File: src/hw/rtl/pdwa_pkg.sv
`timescale 1ns / 1ps
// ----------------------------------------------------------------------------
// pdwa_pkg
// Shared types and constants for the priority dispatcher with aging.
// ----------------------------------------------------------------------------
package pdwa_pkg;

  localparam int SLOTS       = 16;
  localparam int SLOT_W      = (SLOTS > 1) ? $clog2(SLOTS) : 1;
  localparam int CNT_W       = 5;
  localparam int STAMP_W     = 16;
  localparam logic [7:0] AGING_RESET = 8'd10;
  localparam logic [7:0] WAIT_MAX    = 8'hFF;

  typedef enum logic [1:0] {
    OP_ADMIT  = 2'd0,
    OP_TICK   = 2'd1,
    OP_FINISH = 2'd2
  } op_t;

  typedef enum logic [1:0] {
    ST_IDLE,
    ST_SCAN,
    ST_DRAIN,
    ST_FINISH
  } state_t;

  typedef struct packed {
    logic [7:0]         tid;
    logic [7:0]         prio;
    logic [7:0]         wait_cnt;
    logic               promoted;
    logic [STAMP_W-1:0] stamp;
  } slot_t;

endpackage

File: src/hw/rtl/priority_dispatch_with_aging_core.sv
`timescale 1ns / 1ps
// ----------------------------------------------------------------------------
// priority_dispatch_with_aging_core
// Non-preemptive priority dispatcher with aging over a table of waiting tasks.
// Flow: an accepted beat walks the slot table in ST_SCAN, passes ST_DRAIN,
//   and ST_FINISH registers the result beat; in_stall holds off new beats
//   until ST_IDLE; the single table read port is walked one entry per cycle.
// Reset: clears slot valid bits, busy flag, admission counter, ready count and
//   loads the aging threshold with 10; the slot table contents are not cleared.
// ----------------------------------------------------------------------------
module priority_dispatch_with_aging_core
  import pdwa_pkg::*;
(
  input  logic              clk,
  input  logic              rst_n,
  input  logic              cfg_wr_en,
  input  logic [7:0]        cfg_wr_data,
  input  logic              in_valid,
  output logic              in_stall,
  input  logic [1:0]        in_operation,
  input  logic [7:0]        in_task_id,
  input  logic [7:0]        in_task_priority,
  output logic              out_valid,
  input  logic              out_stall,
  output logic              out_dispatched,
  output logic [7:0]        out_dispatched_id,
  output logic [7:0]        out_dispatched_priority,
  output logic              out_from_promoted,
  output logic              out_running,
  output logic [CNT_W-1:0]  out_ready_count,
  output logic              out_admit_rejected
);

  // slot table
  slot_t mem [SLOTS];
  slot_t mem_q;
  logic              mem_we;
  logic [SLOT_W-1:0] mem_waddr;
  logic [SLOT_W-1:0] mem_raddr;
  slot_t             mem_wdata;

  state_t state_r, state_nxt;

  logic [7:0]         thr_r;
  logic [SLOTS-1:0]   valid_r, valid_nxt;
  logic               busy_r, busy_nxt;
  logic [STAMP_W-1:0] adm_cnt_r, adm_cnt_nxt;
  logic [CNT_W-1:0]   count_r, count_nxt;
  logic [1:0]         op_r;
  logic               rejected_r;

  logic [SLOT_W-1:0]  idx_r;
  logic               rd_pend_r;
  logic [SLOT_W-1:0]  rd_idx_r;

  logic               best_valid_r;
  logic [SLOT_W-1:0]  best_idx_r;
  logic               best_prom_r;
  logic [7:0]         best_prio_r;
  logic [7:0]         best_tid_r;
  logic [STAMP_W-1:0] best_age_r;

  logic               out_valid_r;
  logic               out_disp_r;
  logic [7:0]         out_id_r;
  logic [7:0]         out_prio_r;
  logic               out_prom_r;
  logic               out_run_r;
  logic [CNT_W-1:0]   out_count_r;
  logic               out_rej_r;

  logic               in_accept;
  logic               full;
  logic [SLOT_W-1:0]  free_idx;
  logic               admit_go;
  logic               scan_last;
  logic               proc_en;
  logic [7:0]         new_wait;
  logic               new_prom;
  slot_t              wb;
  logic [STAMP_W-1:0] cand_age;
  logic               cand_better;
  logic               out_free;
  logic               finish_go;
  logic               disp_fire;

  // control outputs
  always_comb begin
    in_stall  = (state_r != ST_IDLE);
    mem_raddr = idx_r;
    out_free  = !out_valid_r || !out_stall;
    finish_go = (state_r == ST_FINISH) && out_free;
    disp_fire = finish_go && !busy_r && best_valid_r;
  end

  assign in_accept = in_valid && (state_r == ST_IDLE);
  assign scan_last = (idx_r == SLOT_W'(SLOTS - 1));

  // next state
  always_comb begin
    state_nxt = state_r;
    case (state_r)
      ST_IDLE:   if (in_accept) state_nxt = ST_SCAN;
      ST_SCAN:   if (scan_last) state_nxt = ST_DRAIN;
      ST_DRAIN:  state_nxt = ST_FINISH;
      ST_FINISH: if (out_free) state_nxt = ST_IDLE;
      default:   state_nxt = ST_IDLE;
    endcase
  end

  // lowest free slot
  always_comb begin
    free_idx = '0;
    full     = 1'b1;
    for (int i = SLOTS - 1; i >= 0; i--) begin
      if (!valid_r[i]) begin
        free_idx = SLOT_W'(i);
        full     = 1'b0;
      end
    end
  end

  assign admit_go = in_accept && (in_operation == OP_ADMIT) && !full;

  // aging, promotion and candidate compare on the read beat
  always_comb begin
    proc_en  = rd_pend_r && valid_r[rd_idx_r];
    new_wait = ((op_r == OP_TICK) && (mem_q.wait_cnt != WAIT_MAX)) ?
               mem_q.wait_cnt + 8'd1 : mem_q.wait_cnt;
    new_prom = mem_q.promoted || (new_wait >= thr_r);
    wb          = mem_q;
    wb.wait_cnt = new_wait;
    wb.promoted = new_prom;
    cand_age = adm_cnt_r - mem_q.stamp;
    if (new_prom != best_prom_r) begin
      cand_better = new_prom;
    end else if (mem_q.prio != best_prio_r) begin
      cand_better = (mem_q.prio < best_prio_r);
    end else begin
      cand_better = (cand_age > best_age_r);
    end
  end

  // table write port
  always_comb begin
    mem_we    = admit_go || proc_en;
    mem_waddr = rd_idx_r;
    mem_wdata = wb;
    if (admit_go) begin
      mem_waddr          = free_idx;
      mem_wdata.tid      = in_task_id;
      mem_wdata.prio     = in_task_priority;
      mem_wdata.wait_cnt = '0;
      mem_wdata.promoted = 1'b0;
      mem_wdata.stamp    = adm_cnt_r;
    end
  end

  always_ff @(posedge clk) begin
    if (mem_we) begin
      mem[mem_waddr] <= mem_wdata;
    end
    mem_q <= mem[mem_raddr];
  end

  // state updates
  always_comb begin
    valid_nxt   = valid_r;
    busy_nxt    = busy_r;
    adm_cnt_nxt = adm_cnt_r;
    count_nxt   = count_r;
    if (admit_go) begin
      valid_nxt[free_idx] = 1'b1;
      adm_cnt_nxt         = adm_cnt_r + STAMP_W'(1);
      count_nxt           = count_r + CNT_W'(1);
    end
    if (in_accept && (in_operation == OP_FINISH)) begin
      busy_nxt = 1'b0;
    end
    if (disp_fire) begin
      valid_nxt[best_idx_r] = 1'b0;
      busy_nxt              = 1'b1;
      count_nxt             = count_r - CNT_W'(1);
    end
  end

  always_ff @(posedge clk) begin
    if (!rst_n) begin
      state_r   <= ST_IDLE;
      thr_r     <= AGING_RESET;
      valid_r   <= '0;
      busy_r    <= 1'b0;
      adm_cnt_r <= '0;
      count_r   <= '0;
      idx_r     <= '0;
      rd_pend_r <= 1'b0;
      best_valid_r <= 1'b0;
      out_valid_r  <= 1'b0;
    end else begin
      state_r   <= state_nxt;
      valid_r   <= valid_nxt;
      busy_r    <= busy_nxt;
      adm_cnt_r <= adm_cnt_nxt;
      count_r   <= count_nxt;
      rd_pend_r <= (state_r == ST_SCAN);
      if (cfg_wr_en) begin
        thr_r <= cfg_wr_data;
      end
      if (in_accept) begin
        idx_r <= '0;
      end else if (state_r == ST_SCAN) begin
        idx_r <= idx_r + SLOT_W'(1);
      end
      if (in_accept) begin
        best_valid_r <= 1'b0;
      end else if (proc_en && (!best_valid_r || cand_better)) begin
        best_valid_r <= 1'b1;
      end
      if (finish_go) begin
        out_valid_r <= 1'b1;
      end else if (!out_stall) begin
        out_valid_r <= 1'b0;
      end
    end
  end

  // payload registers
  always_ff @(posedge clk) begin
    rd_idx_r <= idx_r;
    if (in_accept) begin
      op_r       <= in_operation;
      rejected_r <= (in_operation == OP_ADMIT) && full;
    end
    if (proc_en && (!best_valid_r || cand_better)) begin
      best_idx_r  <= rd_idx_r;
      best_prom_r <= new_prom;
      best_prio_r <= mem_q.prio;
      best_tid_r  <= mem_q.tid;
      best_age_r  <= cand_age;
    end
    if (finish_go) begin
      out_disp_r  <= disp_fire;
      out_id_r    <= disp_fire ? best_tid_r : 8'd0;
      out_prio_r  <= disp_fire ? best_prio_r : 8'd0;
      out_prom_r  <= disp_fire && best_prom_r;
      out_run_r   <= busy_nxt;
      out_count_r <= count_nxt;
      out_rej_r   <= rejected_r;
    end
  end

  assign out_valid               = out_valid_r;
  assign out_dispatched          = out_disp_r;
  assign out_dispatched_id       = out_id_r;
  assign out_dispatched_priority = out_prio_r;
  assign out_from_promoted       = out_prom_r;
  assign out_running             = out_run_r;
  assign out_ready_count         = out_count_r;
  assign out_admit_rejected      = out_rej_r;

  // checks
  a_count_tracks_valid: assert property (@(posedge clk) disable iff (!rst_n)
    count_r == CNT_W'($countones(valid_r)))
    else $error("ready count out of step with valid bits");

  a_dispatch_valid_slot: assert property (@(posedge clk) disable iff (!rst_n)
    disp_fire |-> valid_r[best_idx_r])
    else $error("dispatch from an empty slot");

  a_dispatch_sets_busy: assert property (@(posedge clk) disable iff (!rst_n)
    disp_fire |=> busy_r && out_valid_r && out_disp_r)
    else $error("dispatch did not mark the task running");

  a_out_from_finish: assert property (@(posedge clk) disable iff (!rst_n)
    $rose(out_valid_r) |-> $past(state_r) == ST_FINISH)
    else $error("result beat raised outside finish");

endmodule
File: config.mk
export PLATFORM = sky130hd
export DESIGN_NAME = priority_dispatch_with_aging_core
export DESIGN_NICKNAME = d
export VERILOG_FILES = /design/src/hw/rtl/pdwa_pkg.sv /design/src/hw/rtl/priority_dispatch_with_aging_core.sv
export SDC_FILE = /design/constraint.sdc
export NUM_CORES = 1
export LEC_CHECK = 0
export BUFFER_PORTS_ARGS = -buffer_cell sky130_fd_sc_hd__buf_2
export CAP_MARGIN = 10
export CORE_MARGIN = 3
export CORE_UTILIZATION = 55
export CTS_CLUSTER_DIAMETER = 120
export DETAILED_ROUTE_END_ITERATION = 16
export PLACE_DENSITY = 0.67
export SLEW_MARGIN = 20
export SYNTH_ARGS = -nofsm -noshare
export SYNTH_HDL_FRONTEND = slang
export SYNTH_SLANG_ARGS = --single-unit
File: constraint.sdc
create_clock -name clk -period 7.9 [get_ports clk]
set_input_delay 0.79 -clock clk [delete_from_list [all_inputs] [get_ports clk]]
set_output_delay 0.79 -clock clk [all_outputs]
set_load 0.005 [all_outputs]
==> flow_summary.ini, run 1 <==
[clock_tree]
root_buffer = clkbuf_16
cts_sinks = 821
cts_buffer_depth = 3
cts_max_level = 3
ctsResizeCount = 0
ctsHoldBuffers = 0
post_cts_buffers = 0
cts_tree = built
cts_buffers = 83
clk_pin_slew_ns = 0.06
clock_latency_ns = 0.64

[outcome]
status = completed

[global_routing]
grt_pass1_vias = 17100
grt_max_degree = 129
grt_pass1_wl_mm = 111
grt_antenna_before_repair = 2
grt_use_total = 0.242
overflow = 0

[yosys]
dominantRegCellSynth = edfxtp_1
synth_area_um2 = 32600
yosysSeqAreaShare = 0.725
ys_seq_elements = 821
synth_top_area_frac = 0.664
postSynthAreaPerCell_um2 = 18.7
synthDistinctLibCells = 64
netlist_instances = 1746
yosys.area.top_type = edfxtp_1
synth_edf_count = 721
yosys_warnings = 0
synthArstFlopShare = 0
synth_nets = 1835
yosys-top-cells-area = edfxtp_1 (66%), mux4_2 (14%), dfxtp_1 (6.1%)

[floorplanning]
num_io_pins = 58
initial_utilization = 0.560
core-area_um2 = 58200
die-area_um2 = 62300
die_x_um = 250
fp-row-count = 88
die_y_um = 250

[critical_path]
cp.required_ns = 8.16
critPathLaunchType = flip-flop
end_kind = flip-flop
timing.rr.start = adm_cnt_r[0]
crit_path_start = adm_cnt_r[0]
cp_max_fo = 37
crit_type = reg2reg
worstPathArrival_ns = 4.89

[drt]
drt_iter0_markers = 1758
postRouteAntennaNets = 0
routed_via_density = 6.20
drt-pass1-iter-count = 7
post_drt_wl_per_cell_um = 27.4
routed_wl_mm = 73.8
route.detailed.drc = 0
vias = 16700

[pwr]
power_density_nw_per_um2 = 304
peakVddDrop_v = 0.000232
p_total_w = 0.0112
power_leakage_nw = 12.0

[sta]
slew_violations = 0
skew_ns = 0.0312
slew_headroom = 0.239
setup_viol = 0
period_needed_ns = 4.63
fin_setup_tns_ns = 0
finalHoldViolCount = 0
max_freq_mhz = 216
period_share = 0.586
rsz0062_at_grt = false
whs_ns = 0.393
worst_pin_slew_ns = 1.13

[placement]
dp_hpwl_mm = 41.6
gp_congestion = 0.923
portBuffers = 57

[layout]
nets = 1949
drive_gt1_frac = 0.240
area_growth_pct = 13.3

[flow_run]
cap_violations = 0

[worst_hold_path]
hp-start = cfg_wr_data[3]
hp-class = in2reg
-- layer usage --
metal / wire, µm / vias to the layer above / GRT usage
met5: 0 / - / 0
met4: 2230 / 0 / 0.0811
met3: 5500 / 141 / 0.0425
met2: 35500 / 643 / 0.385
met1: 30500 / 8699 / 0.345
li1: - / 7226 / -
-- synthesized netlist by cell type, types with 11 or more instances --
master and instances:
buf_2 20, mux4_2 206, nor2_1 74, ha_1 57, nor2b_1 12, nand2_1 108, xor2_1 11, xnor2_1 25
nand3_1 15, a21oi_1 47, dfxtp_1 100, and3_1 11, inv_1 69, and2_1 27, clkbuf_1 40, o21ai_0 49
nor3_1 11, edfxtp_1 721, nand4_1 14
-- cell type report --
class | instances | area [µm²]
Timing Repair Buffer | 98 | 626
Clock inverter | 45 | 626
Antenna cell | 1 | 2.50
Fill cell | 4011 | 21300
Multi-Input combinational cell | 785 | 8560
Sequential cell | 821 | 23700
Tap cell | 765 | 957
Clock buffer | 110 | 2260
Inverter | 71 | 267
-- registers in the layout, summed over array words and instances, names as in the netlist, 2 cells and up --
name	flops
adm_cnt_r	16
best_age_r	16
best_idx_r	4
best_prio_r	8
best_tid_r	8
count_r	5
idx_r	4
mem	656
mem_q	41
op_r	2
out_dispatched_id	8
out_dispatched_priority	8
out_ready_count	5
rd_idx_r	4
state_r	2
thr_r	8
valid_r	16
-- through the flow --
stage / cell area [µm²] / instances / setup slack (ns) / utilization
2_1_floorplan: 32600 / 1746 / 3.46 / -
6_report: 37000 / 2696 / 3.27 / 0.635
3_5_place_dp: 34100 / 2539 / 3.30 / 0.585
5_1_grt: 37000 / 2695 / 3.02 / 0.635
3_3_place_gp: 34100 / 2539 / 3.41 / 0.585
4_1_cts: 36900 / 2694 / 3.27 / 0.634
-- path summary, 6_finish.rpt --
check                       end  slack [ns]  depth (start not counted)
hold reg to reg   best_tid_r[3]        0.43                          0
setup / recovery  best_tid_r[2]        3.27                         16
hold / removal         thr_r[3]        0.39                          3
setup reg to reg  best_tid_r[2]        3.27                         16
-- where the power goes --
group	switching (W)	internal [W]
registers	0.000148	0.00526
clock network	0.00165	0.00246
logic	0.000976	0.000734
-- logic make-up after synthesis --
group	count (synthesis)	share of synthesized area
AOI/OAI and AO/OA	168	0.0328
xor gates and xnor gates	36	0.00966
adders and majority gates	58	0.0225
buffers and inverters	140	0.0173
DFF	821	0.725
muxes	218	0.148
and+or+nand+nor	305	0.0449
-- critical path, cell delays in order, from the launching register on --
cell       delay (ns)
dfxtp_1          0.38
inv_1            0.07
ha_1             0.20
fa_1             0.41
nor2b_1          0.16
o31a_1           0.19
o21ai_0          0.12
a41oi_1          0.34
o21a_1           0.18
o211ai_1         0.13
ha_1             0.31
and4_1           0.20
nand3_1          0.12
a211oi_1         0.26
o31ai_1          0.14
o2111ai_1        0.11
and3_2           0.87
-- placed cells by master (no fill, tap or decap), types with 10 or more instances in the layout --
cell       instances
clkbuf_1          20
xnor2_1           25
nor3_1            11
nand2_1          108
dfxtp_1           96
clkinv_1          10
buf_2             57
inv_1             69
o21ai_0           46
edfxtp_1         721
xor2_1            11
nor2_1            66
clkinv_2          15
mux4_2           206
buf_4             39
nor2b_1           12
clkbuf_16         84
and3_1            10
and2_1            26
ha_1              57
nand3_1           15
a21oi_1           39
nand4_1           14
bufinv_16         13
Power figures use the tool's default switching activity.
==> run 2: changes to the inputs <==
- clock period: 7.9 -> 4.8 ns (I/O delays scaled with it)
==> run 2 against run 1 <==
Compared with the run above: critical path depth grew 1; die area stayed put; count of clock-buffer cells in the layout is 7 lower; utilization is 0.22 points higher; first-iteration DRC count is 11% lower; combinational power rose by 67%; critical endpoint is now best_prio_r[2].
==> flow_summary.ini, run 2 (same netlist as run 1, synthesis figures left out) <==
[layout]
area_growth_pct = 13.7
largest_reg_flops = 656
fin_cells = 2698
layout_common_cells = edfxtp_1 (721), mux4_2 (206), nand2_1 (108)
nets = 1952
final_common_cell = edfxtp_1
drive_gt1_frac = 0.245
diodes = 0
reg_top3 = mem: 656 flops, mem_q: 41 flops
regMostFlops = mem
design_area_um2 = 37100

[drt]
post_drt_wl_per_cell_um = 27.3
routed_via_density = 6.18
drt_iter0_markers = 1571
vias = 16700
routed_wl_mm = 73.6
route.detailed.drc = 0
postRouteAntennaNets = 0
drt-pass1-iter-count = 5

[global_routing]
grt_pass1_wl_mm = 110
grt_use_total = 0.240
overflow = 0
grt_antenna_before_repair = 0
grt_max_degree = 89
grt_pass1_vias = 17000

[clock_tree]
cts_sinks = 821
cts_buffers = 83
root_buffer = clkbuf_16
clock_latency_ns = 0.63
cts_buffer_depth = 3
ctsResizeCount = 0
cts_tree = built
ctsHoldBuffers = 0
clk_pin_slew_ns = 0.06
post_cts_buffers = 0
cts_max_level = 3

[outcome]
status = completed

[critical_path]
worstPathArrival_ns = 4.70
cp_max_fo = 24
critPathLaunchType = flip-flop
end_kind = flip-flop
cp.required_ns = 5.11
crit_type = reg2reg

[floorplanning]
core-area_um2 = 58200
die-area_um2 = 62300
die_x_um = 250
num_io_pins = 58
die_y_um = 250
fp-row-count = 88
initial_utilization = 0.560

[worst_hold_path]
hp-class = in2reg

[placement]
portBuffers = 57
place_inst = 2543
dp_hpwl_mm = 39.1
gp_congestion = 0.899
place_area_um2 = 34300

[sta]
whs_ns = 0.0828
skew_ns = 0.0249
finalHoldViolCount = 0
slew_headroom = 0.288
setup_viol = 0
fin_setup_tns_ns = 0
slew_violations = 0
period_needed_ns = 4.39
period_share = 0.914
worst_pin_slew_ns = 1.06
rsz0062_at_grt = false
max_freq_mhz = 228

[pwr]
net-switching-power_w = 0.00452
p_clk_frac = 0.359
p_sw_frac = 0.247
internal_power_w = 0.0137
power_leakage_nw = 12.0
peakVddDrop_v = 0.000433
p_comb_frac = 0.157
seqPwrFrac = 0.484
power_density_nw_per_um2 = 492

[flow_run]
cap_violations = 0
-- run 2: changes by cell type in the layout (fill, tap and decap cells not counted), moves of 2 or more --
| cell | previous run | this run |
|---|---|---|
| clkinv_8 | 3 | 1 |
| clkbuf_16 | 84 | 86 |
| clkinv_1 | 10 | 13 |
| buf_12 | 1 | 18 |
| clkinvlp_4 | 3 | 5 |
| bufinv_16 | 13 | 9 |
| clkbuf_1 | 20 | 11 |
| buf_4 | 39 | 26 |
| clkinv_2 | 15 | 22 |
| inv_6 | 1 | 3 |
-- run 2: final timing paths --
path / from / to / slack (ns) / cells after the start
setup / recovery: adm_cnt_r[0] / best_prio_r[2] / 0.41 / 17
hold / removal: cfg_wr_data[1] / thr_r[1] / 0.08 / 3
setup reg to reg: adm_cnt_r[0] / best_prio_r[2] / 0.41 / 17
hold reg to reg: mem_q[34] / best_tid_r[1] / 0.43 / 0
-- run 2: final cells by class --
cell class | instances | area [µm²]
clock inverter | 52 | 522
fill | 3950 | 21200
clock buffer | 103 | 2280
timing repair buffer | 101 | 841
sequential | 821 | 23700
tap | 765 | 957
inverter | 71 | 267
multi-input combinational | 785 | 8570
-- run 2: critical path, cell delays in order (launching register included) --
cell       delay (ns)
dfxtp_1          0.39
inv_1            0.08
ha_1             0.21
fa_1             0.41
nor2b_1          0.16
o31a_1           0.20
o21ai_0          0.13
a41oi_1          0.35
o21a_1           0.19
o211ai_1         0.14
ha_1             0.32
and4_1           0.19
nand3_1          0.12
a211oi_1         0.25
o31ai_1          0.13
o2111ai_1        0.10
and3_2           0.44
buf_12           0.25
-- run 2: metrics by stage --
step | setup WS (ns) | total power [W] | util
after floorplan | 0.574 | 0.0110 | -
after detailed placement | 0.448 | 0.0119 | 0.589
after CTS | 0.413 | 0.0184 | 0.637
final | 0.413 | 0.0183 | 0.637
after global placement | 0.551 | 0.0118 | 0.589
after global routing | 0.150 | 0.0190 | 0.637
-- run 2: per-layer routing --
| metal | wire, µm | GRT usage | up-vias |
|---|---|---|---|
| met5 | 0 | 0 | - |
| met4 | 1850 | 0.0729 | 0 |
| met3 | 5220 | 0.0397 | 103 |
| met2 | 34700 | 0.371 | 618 |
| met1 | 31900 | 0.359 | 8709 |
| li1 | - | - | 7239 |
-- run 2: power groups by stage --
stage	Clock [W]	Sequential (W)	Combinational [W]
after floorplan	0	0.00889	0.00211
after global placement	0	0.00899	0.00281
after detailed placement	0	0.00899	0.00289
after CTS	0.00668	0.00885	0.00290
after global routing	0.00697	0.00887	0.00316
final	0.00656	0.00884	0.00286
==> run 3: changes to the inputs <==
- CELL_PAD_IN_SITES_DETAIL_PLACEMENT: not set -> 1
- CELL_PAD_IN_SITES_GLOBAL_PLACEMENT: not set -> 2
- CORE_UTILIZATION: 55 -> 49
- PLACE_DENSITY: 0.67 -> 0.75
- REMOVE_ABC_BUFFERS: not set -> 1
==> run 3 against run 2 <==
Compared with the run above: critical path depth unchanged; total power down 0.25%; final area up 0.42%; combinational power up 2%; critical endpoint is now best_tid_r[7]; sequential power about the same; clock skew up 0.011 ns; critical path type unchanged; worst hold slack better by 0.020 ns; die area up 12%; via count up 1.2%.
==> flow_summary.ini, run 3 (same netlist as run 1, synthesis figures left out) <==
[clock_tree]
ctsResizeCount = 0
root_buffer = clkbuf_16
cts_sinks = 821
clock_latency_ns = 0.65
clk_pin_slew_ns = 0.06
cts_tree = built
cts_max_level = 3
cts_buffers = 85
ctsHoldBuffers = 0
post_cts_buffers = 0
cts_buffer_depth = 3

[floorplanning]
die_x_um = 264
num_io_pins = 58
die_y_um = 264
die-area_um2 = 69700
fp-row-count = 93
core-area_um2 = 65200
initial_utilization = 0.501

[layout]
reg_top3 = mem: 656 flops, mem_q: 41 flops
layout_common_cells = edfxtp_1 (721), mux4_2 (206), nand2_1 (108)
utilization = 0.572
seqCellArea_um2 = 23700
multi_input_area_um2 = 8570
nets = 1959
drive_gt1_frac = 0.240
largest_reg_flops = 656
regMostFlops = mem
fill_cells = 5706
final_common_cell = edfxtp_1
diodes = 0
area_growth_pct = 14.2

[critical_path]
slowest_stage = fa_1
cp.required_ns = 5.12
cp_max_fo = 30
crit_buf_inv = 2
cp_common_cell = ha_1
end_kind = flip-flop
cp_top_family = compound AO/OA/AOI/OAI gates
worstPathCellList = inv_1 > ha_1 > fa_1 > nor2b_1 > o31a_1 > o21ai_0 > a41oi_1 > o21a_1 > o211ai_1 > ha_1 > and4_1 > nand3_1 > a211oi_1 > o31ai_1 > o2111ai_1 > and3_2 > buf_12
crit_type = reg2reg
worstPathArrival_ns = 4.69
critPathLaunchType = flip-flop
slowest_delay_ns = 0.41

[pwr]
peakVddDrop_v = 0.000382
power_leakage_nw = 12.0
p_sw_frac = 0.252
p_total_w = 0.0182
seqPwrFrac = 0.485
internal_power_w = 0.0136
net-switching-power_w = 0.00459
p_clk_frac = 0.355
p_comb_frac = 0.160
power_density_nw_per_um2 = 489

[drt]
postRouteAntennaNets = 0
routed_wl_mm = 77.9
routed_via_density = 6.03
route.detailed.drc = 0
post_drt_wl_per_cell_um = 27.9
drt-pass1-iter-count = 5
drt_iter0_markers = 1434
vias = 16900

[sta]
fin_setup_tns_ns = 0
slew_violations = 0
setup_viol = 0
period_share = 0.910
worst_pin_slew_ns = 1.04
period_needed_ns = 4.37
rsz0062_at_grt = false
finalHoldViolCount = 0
max_freq_mhz = 229
slew_headroom = 0.302
skew_ns = 0.0362

[global_routing]
grt_pass1_vias = 18000
grt_antenna_before_repair = 0
overflow = 0
grt_max_degree = 70
grt_pass1_wl_mm = 117
grt_use_total = 0.226

[placement]
dp_hpwl_mm = 41.6
portBuffers = 57
gp_congestion = 0.814

[worst_hold_path]
hp-class = in2reg

[outcome]
status = completed

[flow_run]
cap_violations = 0
run 3: cell types whose count changed in the layout (fill, tap and decap cells not counted), sizes merged:
cell      before  now
clkbuf       103  122
clkinv        36   30
buf          101  106
bufinv         9    5
clkinvlp       5    2
inv           73   70
run 3: final cells by class:
class	count	share of cell area
repair buffers	106	0.0243
clock inverters	36	0.0110
multi-input cells	785	0.230
flip-flops and latches	821	0.635
clock buffers	122	0.0635
inverters	71	0.00715
well taps	855	0.0287
run 3: worst min-delay path, cell delays in order:
cell and delay [ns]:
buf_2 0.08, mux2i_1 0.06, nor2_1 0.08
run 3: stage by stage:
stage               hold slack (ns)  setup slack [ns]  instance area [µm²]  cells
floorplan                     0.400             -3.39                32300   1677
global placement              0.404             0.587                34500   2638
detailed placement            0.417             0.435                34500   2638
CTS                          0.0592             0.402                37200   2796
global route                 0.0735            0.0954                37300   2796
finish                        0.103             0.432                37300   2796
run 3: metal layers:
metal | up-vias | track usage | part of all wire
met2 | 436 | 0.371 | 0.50
met4 | 0 | 0.0495 | 0.019
met1 | 9092 | 0.325 | 0.44
met3 | 102 | 0.0333 | 0.049
li1 | 7238 | - | -
met5 | - | 0 | 0
run 3: power by group through the flow:
stage	registers, W	logic (W)	clock network [W]
after floorplan	0.00917	0.00211	0
after global placement	0.00898	0.00284	0
after detailed placement	0.00900	0.00295	0
after CTS	0.00885	0.00297	0.00662
after global routing	0.00888	0.00323	0.00691
final	0.00885	0.00291	0.00646
run 3: final timing paths:
kind / slack [ns] / from / to / cells after the start
worst max-delay path: 0.43 / adm_cnt_r[0] / best_tid_r[7] / 17
worst min-delay path: 0.10 / cfg_wr_data[6] / thr_r[6] / 3
worst max register to register: 0.43 / adm_cnt_r[0] / best_tid_r[7] / 17
worst min register to register: 0.43 / mem_q[35] / best_tid_r[2] / 0
